===== config.mk =====
export PLATFORM = sky130hd
export DESIGN_NAME = srli_ctrl
export DESIGN_NICKNAME = d
export VERILOG_FILES = /design/src/rtl/srli_pkg.sv /design/src/rtl/srli_ctrl.sv
export SDC_FILE = /design/constraint.sdc
export NUM_CORES = 1
export LEC_CHECK = 0
export BUFFER_PORTS_ARGS = -buffer_cell sky130_fd_sc_hd__buf_2
export CORE_AREA = 2 2 39 41
export DETAILED_ROUTE_END_ITERATION = 16
export DIE_AREA = 0 0 41 43
export PLACE_DENSITY_LB_ADDON = 0.2
export SYNTH_ARGS = -nofsm -noshare
export SYNTH_HDL_FRONTEND = slang
export SYNTH_SLANG_ARGS = --single-unit

===== constraint.sdc =====
create_clock -name clk_i -period 1.49 [get_ports clk_i]
set_input_delay 0 -clock clk_i [delete_from_list [all_inputs] [get_ports clk_i]]
set_output_delay 0 -clock clk_i [all_outputs]
set_load 0.005 [all_outputs]

===== src/rtl/srli_pkg.sv =====
// Shared types, codes and defaults for the sorted row-list intersection block.
`default_nettype none

package srli_pkg;

  // Default values for the top-level parameters.
  localparam int unsigned LIST_DEPTH_DEF = 1024;
  localparam int unsigned ROW_BITS_DEF   = 20;

  // Fixed widths of the transaction fields.
  localparam int unsigned OP_FIELD_W    = 3;
  localparam int unsigned ROW_FIELD_W   = 20;
  localparam int unsigned COUNT_FIELD_W = 2;
  localparam int unsigned POS_FIELD_W   = 10;
  localparam int unsigned TOTAL_FIELD_W = 11;

  // Operation codes carried in the operation field.
  localparam logic [OP_FIELD_W-1:0] OP_APPEND_A = 3'd0;
  localparam logic [OP_FIELD_W-1:0] OP_APPEND_B = 3'd1;
  localparam logic [OP_FIELD_W-1:0] OP_APPEND_C = 3'd2;
  localparam logic [OP_FIELD_W-1:0] OP_RUN      = 3'd3;
  localparam logic [OP_FIELD_W-1:0] OP_READ     = 3'd4;

  // List counts that select the merge mode.
  localparam logic [COUNT_FIELD_W-1:0] LISTS_TWO   = 2'd2;
  localparam logic [COUNT_FIELD_W-1:0] LISTS_THREE = 2'd3;

  typedef struct packed {
    logic [OP_FIELD_W-1:0]    operation;
    logic [ROW_FIELD_W-1:0]   row_value;
    logic [COUNT_FIELD_W-1:0] list_count;
    logic [POS_FIELD_W-1:0]   read_position;
  } item_t;

  typedef struct packed {
    logic [TOTAL_FIELD_W-1:0] match_total;
    logic [ROW_FIELD_W-1:0]   row_out;
    logic                     row_valid;
    logic                     overflow_seen;
  } result_t;

  typedef enum logic [2:0] {
    ST_IDLE  = 3'b001,
    ST_MERGE = 3'b010,
    ST_EMIT  = 3'b100
  } state_e;

  // Commands from the controller to the datapath.
  typedef struct packed {
    logic append_a;
    logic append_b;
    logic append_c;
    logic run_start;
    logic read_start;
    logic merge_step;
    logic merge_end;
    logic load_out;
  } cmd_t;

  // Status from the datapath to the controller.
  typedef struct packed {
    logic merge_done;
  } status_t;

endpackage

`default_nettype wire


===== src/rtl/srli_ctrl.sv =====
// Controller: state machine that sequences appends, reads, merge runs and output loads.
`default_nettype none

module srli_ctrl (
  input  wire logic                               clk_i,
  input  wire logic                               rst_ni,
  input  wire logic                               in_valid_i,
  input  wire logic [srli_pkg::OP_FIELD_W-1:0]    in_op_i,
  output logic                                    in_stall_o,
  output logic                                    out_valid_o,
  input  wire logic                               out_stall_i,
  input  wire srli_pkg::status_t                  status_i,
  output srli_pkg::cmd_t                          cmd_o
);

  srli_pkg::state_e state_q, state_d;
  logic             out_valid_q, out_valid_d;

  always_comb begin
    state_d = state_q;
    cmd_o   = '0;
    case (state_q)
      srli_pkg::ST_IDLE: begin
        if (in_valid_i) begin
          case (in_op_i)
            srli_pkg::OP_APPEND_A: cmd_o.append_a = 1'b1;
            srli_pkg::OP_APPEND_B: cmd_o.append_b = 1'b1;
            srli_pkg::OP_APPEND_C: cmd_o.append_c = 1'b1;
            srli_pkg::OP_RUN: begin
              cmd_o.run_start = 1'b1;
              state_d         = srli_pkg::ST_MERGE;
            end
            srli_pkg::OP_READ: begin
              cmd_o.read_start = 1'b1;
              state_d          = srli_pkg::ST_EMIT;
            end
            default: ;
          endcase
        end
      end
      srli_pkg::ST_MERGE: begin
        if (status_i.merge_done) begin
          cmd_o.merge_end = 1'b1;
          state_d         = srli_pkg::ST_EMIT;
        end else begin
          cmd_o.merge_step = 1'b1;
        end
      end
      srli_pkg::ST_EMIT: begin
        if (!out_valid_q || !out_stall_i) begin
          cmd_o.load_out = 1'b1;
          state_d        = srli_pkg::ST_IDLE;
        end
      end
      default: state_d = srli_pkg::ST_IDLE;
    endcase
  end

  always_comb begin
    out_valid_d = out_valid_q;
    if (cmd_o.load_out) begin
      out_valid_d = 1'b1;
    end else if (!out_stall_i) begin
      out_valid_d = 1'b0;
    end
  end

  always_ff @(posedge clk_i or negedge rst_ni) begin
    if (!rst_ni) begin
      state_q     <= srli_pkg::ST_IDLE;
      out_valid_q <= 1'b0;
    end else begin
      state_q     <= state_d;
      out_valid_q <= out_valid_d;
    end
  end

  assign in_stall_o  = state_q != srli_pkg::ST_IDLE;
  assign out_valid_o = out_valid_q;

  a_valid_from_emit: assert property (@(posedge clk_i) disable iff (!rst_ni)
    $rose(out_valid_q) |-> $past(state_q == srli_pkg::ST_EMIT))
    else $error("output became valid without an emit");

  a_emit_waits: assert property (@(posedge clk_i) disable iff (!rst_ni)
    (state_q == srli_pkg::ST_EMIT && out_valid_q && out_stall_i)
      |=> (state_q == srli_pkg::ST_EMIT))
    else $error("emit left while the output slot was still occupied");

  a_state_onehot: assert property (@(posedge clk_i) disable iff (!rst_ni)
    $onehot(state_q))
    else $error("controller state is not one-hot");

endmodule

`default_nettype wire


Word level (Yosys, flattened, before mapping)
Cells that the tools add are included.
{"block": "totals", "in_bits": 8, "register_bits": 4, "output_inout_bits": 10, "wordCells": 39}
{"block": "classes", "mux": 19, "n_eq_ne": 13, "reduce_logical": 5}
{"cell": "2-to-1 mux 1 bit", "n": 11}
{"cell": "2-to-1 mux 5 bit", "n": 2}
{"cell": "== test 3 x 2 -> 1 bit (second input constant)", "n": 3}
{"cell": "2-to-1 mux 3 bit", "n": 3}
{"cell": "one-hot mux 3 bit (3 select lines)", "n": 1}
{"cell": "== test 3 x 1 -> 1 bit (second input constant)", "n": 2}
{"cell": "== test 3 bit (second input constant)", "n": 2}
{"cell": "inequality test 2 bit (second input constant)", "n": 3}
{"cell": "inequality test 3 x 1 -> 1 bit (second input constant)", "n": 2}
{"cell": "one-hot mux 3 bit (2 select lines)", "n": 1}
{"cell": "AND reduction 4 bit", "n": 1}
{"cell": "zero test 3 bit", "n": 1}
{"cell": "zero test 1 bit", "n": 2}
{"cell": "2-to-1 mux 2 bit", "n": 1}
{"cell": "inequality test 2 x 1 -> 1 bit (second input constant)", "n": 1}
{"cell": "logical OR 1 bit", "n": 1}

Longest topological paths before layout
Gate-level depths: netlist of run 1.
{"block": "logic_depth", "ltp_word": 5, "mapped_depth": 3, "mapped_depth_nobuf": 3}

Worst setup path before layout of run 1
No wires, ideal clock.
{"block": "synth_path", "path_type": "register -> register", "from": "register state_q[0]", "to": "register state_q[2]", "required_ps": 1426, "stages_incl_launch_ff": 4, "period_less_slack_ps": 1167, "setup_ps": 64, "setup_slack_ps": 323, "arrival_time_ps": 1102, "cell_sequence": "dfstp_2 > and4bb_4 > nor3b_2 > or2_1"}
{"block": "synth_via", "elab_chain_cells": 3, "word_cells_on_any_way": 9, "cone_classes": "eq/ne (7); mux (1); reduce/logical (1)"}
{"item": "start: declaration", "line": "srli_ctrl.sv:16", "text": "srli_pkg::state_e state_q, state_d;"}
{"item": "start signal: assignment", "line": "srli_ctrl.sv:70", "text": "state_q <= srli_pkg::ST_IDLE;"}
{"item": "start signal: assignment", "line": "srli_ctrl.sv:73", "text": "state_q <= state_d;"}
{"item": "== test 3 x 1 -> 1 bit (tied with other cells)", "line": "srli_ctrl.sv:22", "text": "case (state_q)"}
{"item": "inequality test 3 x 1 -> 1 bit (no source line) or inequality test 2 bit (tied branches)"}
{"item": "AND reduction 4 bit (no source line)"}
Parallel ways exist; a longest one is shown, timed or not.
A chain may end at the register's enable or synchronous reset.

==> flow_summary_export.csv, run 1 <==
group,metric,value,unit
clock_network,cts_tree,"built",
timing,grt_setup_unrepaired,"yes",
clock_network,htree_levels,1,
synth,syn_area_per_cell,9.34,µm²
clock_network,cts.sinks,4,
worst_setup_path,worstPathCellList,"and4bb_4, nand2b_4, nor3b_2, buf_2",
timing,tightest_slew,243,ps
worst_setup_path,cp.arrival,1430,ps
power_and_ir_drop,powerDensity,720,mW/mm²
synth,ys_seq_elements,4,
finish,diodes,0,
place,placed_area,378,µm²
clock_network,cts_buffers,3,
timing,maxClockFrequency,697,MHz
worst_setup_path,worstPathMaxFanout,7,
worst_setup_path,startpoint_type,"register",
timing,whs,93.1,ps
timing,report.final.slew_viol_count,0,
synth,synth_top_family_by_area,"simple AND/OR/NAND/NOR gates",
floorplanning,ios,18,
finish,fillers,150,
synth,synth_fa_ha_area_share,0,%
grt,grt-ovfl-total,0,
clock_network,cts-root-buf,"clkbuf_4",
grt,grt_pass1_wl,986,µm
power_and_ir_drop,ir_drop,0.213,mV
worst_setup_path,cp_slowest_cell,"dfstp_2",
flow_run,max_cap_violations,0,
grt,grt_antenna_before_repair,0,
synth,synthXorXnorAreaFrac,0,%
finish,area_growth,59.4,%
finish,final_common_cell,"buf_2",
worst_hold_path,holdCritPathClass,"input pin to asynchronous set/reset pin",
worst_setup_path,max_stage_delay,570,ps
synth,syn-instance-count,30,
clock_network,clock_path_buffers,2,
timing,timing_hold_violations_final,0,
place,place_ws,273,ps
floorplanning,start_util,20.3,%
finish,fin_nets,62,
floorplanning,die_x,41,µm
route,viasPerCell,4.30,
clock_network,path_clk_slew,40,ps
route,wl_per_cell,9.46,µm
timing,skew,9.15,ps
synth,synthDistinctLibCells,18,
route,antenna_left,0,
synth,syn_area,280,µm²
synth,synth-compound-area-share,12.1,%
route,num_vias,297,
grt,grt_max_degree,8,
route,detail_route.first_pass.iterations,4,
timing,setup_ws,55.6,ps
worst_setup_path,critical_path_class,"register to output pin",
grt,grt.total_usage,8.58,%
synth,synth_warnings,0,
route,drt_iter0_markers,2,
synth,synthSimpleGateAreaFrac,49.1,%
finish,finalInstanceArea,447,µm²
outcome,outcome,"finished, final reports clean",
synth,synthMuxAreaShare,0,%
route,route.detailed.drc,0,
floorplanning,dieArea,0.00176,mm²
timing,finalCriticalPeriod,1430,ps
floorplanning,core,0.00138,mm²
power_and_ir_drop,cellLeakagePower,0.220,nW
synth,syn_nets,38,
finish,drive_gt1_share,54.7,%
place,gp_congestion,0.602,
floorplanning,fp-row-count,14,
place,io_buffers,17,
timing,slew_headroom,83.6,%
floorplanning,die_h,43,µm
clock_network,worstSkewPairLatency,240,ps
timing,setup_viol,0,
synth,yosysSeqAreaShare,36.2,%
finish,layout_common_cells,"buf_2, a21oi_1",
route,routed_wl,653,µm
timing,fin_crit_sh,96.3,%
place,dp_hpwl,515,µm
grt,grt_pass1_vias,266,
worst_setup_path,setup.worst_path.end_class,"output pin",
worst_setup_path,required,1490,ps
-- repair_timing --
item,CTS,global route
endpoints found under the hold margin,5,0
setup buffers,0,1
gates resized for setup,0,3
hold buffers,2,0
setup endpoints to repair,0,3
-- cells by family after synthesis --
| family | Yosys count |
|---|---|
| and+or+nand+nor | 19 |
| AOI/OAI and AO/OA | 6 |
| DFF | 4 |
| buffers and inverters | 1 |
-- area by class of cell --
cell class	count	area, µm²	area share [%]
flip-flops and latches	4	101	22.7
multi-input cells	25	186	41.7
well taps	16	20.0	4.48
clock buffers	4	26.3	5.88
repair buffers	20	113	25.2
-- power breakdown --
| group | switching, mW | internal (mW) | total, mW |
|---|---|---|---|
| clock | 0.0436 | 0.100 | 0.144 |
| sequential | 0.00456 | 0.114 | 0.118 |
| combinational | 0.0251 | 0.0340 | 0.0591 |
-- cells in the mapped netlist --
cell type  count  area share, %
and4bb_4       1            5.8
nor2_1         1            1.3
buf_4          1            2.7
nor3_1         2            3.6
nand4b_1       1            3.1
or3b_2         2            6.3
nor3b_1        3            8.0
dfrtp_1        3             27
nand2_1        3            4.0
nand2b_2       1            3.1
nand2b_1       2            4.5
nor3b_2        1            4.5
a21oi_1        4            7.1
o22ai_1        1            2.2
nand3b_1       1            2.7
o21bai_1       1            2.7
or2_1          1            2.2
dfstp_2        1            9.4
-- per-stage QoR --
stage	instances	power [mW]	util (%)	setup TNS, ps
after detailed placement	62	0.169	27.3	0
after CTS	68	0.325	30.7	0
final	69	0.322	32.3	0
after floorplan	30	0.144	-	0
after global placement	62	0.169	27.3	0
after global routing	69	0.347	32.3	-56.9
-- sequential cells by signal (all words and copies together) (netlist names) --
register	flops
out_valid_o	1
state_q	3
-- path summary, 6_finish.rpt --
kind / startpoint / endpoint / slack, ps / cells past startpoint
max in group asynchronous: rst_ni / state_q[0] / 1190 / 2
min: rst_ni / out_valid_o / 90 / 2
max: state_q[0] / cmd_o[5] / 60 / 4
min reg2reg: out_valid_o / out_valid_o / 510 / 2
min in group clk_i: in_op_i[0] / state_q[1] / 120 / 3
max reg2reg: state_q[0] / state_q[1] / 220 / 4
-- critical path: cells and delay by family (launching register included) --
kind | cells | cell delay [ps]
buffers and inverters | 1 | 130
DFF | 1 | 570
and+or+nand+nor | 3 | 520
-- metal layers --
| layer | global-route usage (%) | vias to the layer above | part of all wire (%) |
|---|---|---|---|
| met2 | 11.6 | 13 | 45 |
| met4 | 8.00 | 0 | 0 |
| met3 | 1.57 | 0 | 8.0 |
| met5 | 0 | - | 0 |
| met1 | 10.8 | 129 | 47 |
| li1 | - | 155 | - |
(Power assumes the default switching activity.)
==> run 2, diff against run 1 <==
--- a/constraint.sdc
+++ b/constraint.sdc
@@ -3,2 +3,2 @@
 set_output_delay 0 -clock clk_i [all_outputs]
-set_load 0.005 [all_outputs]
+set_load 0.1 [all_outputs]
==> run 2 against run 1 <==
Net effect: the run now ends with negative setup slack left; register-to-register slack lost 140 ps; hold slack lost 55 ps; combinational power grew to 2.7 times the previous value; setup slack lost 140 ps; critical endpoint is now cmd_o[6].
==> flow_summary_export.csv, run 2 (same netlist as run 1, synthesis figures left out) <==
group,metric,value,unit
clock_network,cts.sinks,4,
floorplanning,start_util,20.3,%
worst_setup_path,worstPathMaxFanout,4,
timing,timing_hold_violations_final,0,
timing,skew,3.86,ps
finish,fillers,129,
timing,report.final.slew_viol_count,0,
clock_network,clock_path_buffers,2,
worst_setup_path,startpoint_type,"register",
worst_setup_path,crit-reg2reg-launch,"state_q[0]",
timing,tightest_slew,482,ps
clock_network,worstSkewPairLatency,230,ps
worst_setup_path,crit_start,"state_q[0]",
outcome,violations,"negative setup slack",
floorplanning,die_h,43,µm
finish,largest_register_ffs,3,
route,route.detailed.drc,0,
route,viasPerCell,4.49,
grt,grtUsageMet3,0,%
grt,grt_pass1_wl,1190,µm
route,num_vias,328,
floorplanning,core,0.00138,mm²
grt,grt_pass1_vias,307,
timing,setup_viol,5,
timing,fin_crit_sh,106,%
grt,grt.total_usage,9.69,%
route,drt_iter0_markers,2,
power_and_ir_drop,ir_drop,0.300,mV
floorplanning,ios,18,
finish,diodes,0,
finish,regArea,101,µm²
clock_network,cts-root-buf,"clkbuf_4",
clock_network,htree_levels,1,
place,dp.cells,64,
route,antenna_left,0,
worst_setup_path,rr_worst_depth,5,
grt,grt_util_met2,14.7,%
clock_network,cts_buffers,3,
worst_setup_path,endpoint,"cmd_o[6]",
finish,fin_nets,66,
route,routed_wl,733,µm
worst_setup_path,rrSetupSlack,80,ps
route,detail_route.first_pass.iterations,3,
power_and_ir_drop,powerDensity,622,mW/mm²
floorplanning,die_x,41,µm
finish,layout_common_cells,"buf_2, buf_12, buf_4",
timing,slew_headroom,68.1,%
timing,grt_setup_unrepaired,"yes",
worst_setup_path,cp.arrival,1580,ps
timing,setup_tns,-261,ps
finish,fin_cells,73,
floorplanning,fp-row-count,14,
worst_setup_path,r2r-end,"state_q[1]",
finish,multiInputGateArea,262,µm²
clock_network,path_clk_slew,40,ps
worst_setup_path,setup.worst_path.end_class,"output pin",
worst_hold_path,holdCritPathClass,"input pin to register",
grt,grt-ovfl-total,0,
finish,area_growth,141,%
finish,regMostFlops,"state_q",
grt,grt_max_degree,7,
clock_network,cts_tree,"built",
place,gp_congestion,0.649,
place,io_buffers,17,
worst_setup_path,critical_path_class,"register to output pin",
power_and_ir_drop,cellLeakagePower,0.292,nW
worst_setup_path,required,1490,ps
grt,top_usage_layer,"met2",
floorplanning,dieArea,0.00176,mm²
outcome,outcome,"complete, but fails checks",
finish,drive_gt1_share,70.2,%
route,wl_per_cell,10.0,µm
timing,maxClockFrequency,633,MHz
grt,met1_usage,13.1,%
grt,grt_antenna_before_repair,0,
timing,setup_ws,-88.7,ps
timing,finalCriticalPeriod,1580,ps
flow_run,max_cap_violations,0,
-- run 2: changes by cell type in the layout (fill, tap and decap cells not counted), sizes merged --
| cell | before | now |
|---|---|---|
| dlygate4sd3 | 2 | 1 |
| buf | 18 | 23 |
-- run 2: worst min path at each step --
stage	to	cells after the start	start	slack, ps
finish	out_valid_o	3	out_stall_i	40
detailed placement	out_valid_o	1	rst_ni	-190
CTS	out_valid_o	3	out_stall_i	10
floorplan	out_valid_o	0	rst_ni	-300
global placement	out_valid_o	1	rst_ni	-190
global route	out_valid_o	3	out_stall_i	80
-- run 2: power breakdown --
group | switching, mW | leakage [nW] | internal [mW] | total (mW)
clock network | 0.0442 | 0.0150 | 0.100 | 0.145
logic | 0.0957 | 0.225 | 0.0627 | 0.158
registers | 0.00347 | 0.0520 | 0.114 | 0.117
-- run 2: per-layer routing --
metal,part of all wire [%],up-vias
met1,40,149
met3,6.4,0
met2,53,11
li1,-,168
met4,0,0
met5,0,-
-- run 2: per-stage QoR --
step                hold WS, ps  util (%)  setup slack [ps]  total power [mW]  cell area (µm²)
floorplan                  -296         -              -459             0.210              352
global placement           -195      42.2              76.2             0.258              584
detailed placement         -194      42.2              50.3             0.258              584
CTS                        10.2      46.9             -98.0             0.418              649
global route               80.3      48.8              -146             0.435              676
finish                     37.6      48.8             -88.7             0.420              676
-- run 2: worst max-delay path: stages, from the launching register on --
cell      delay (ps)
dfstp_2          540
and4bb_4         270
nand2b_4         100
nor3b_4          240
buf_12           200
-- run 2: final cells by class --
class	count	area share, %
multi-input combinational	25	38.7
timing repair buffer	24	39.4
clock buffer	4	3.89
tap	16	2.96
sequential	4	15.0
-- run 2: repair_timing --
| item | 4_1_cts | 5_1_grt |
|---|---|---|
| endpoints found under the hold margin | 4 | 0 |
| gates resized for setup | 4 | 2 |
| buffers inserted | 2 | 2 |
| gates cloned | 0 | 0 |
| pin swaps | 2 | 3 |
| hold buffers | 1 | 0 |
| setup endpoints to repair | 7 | 7 |
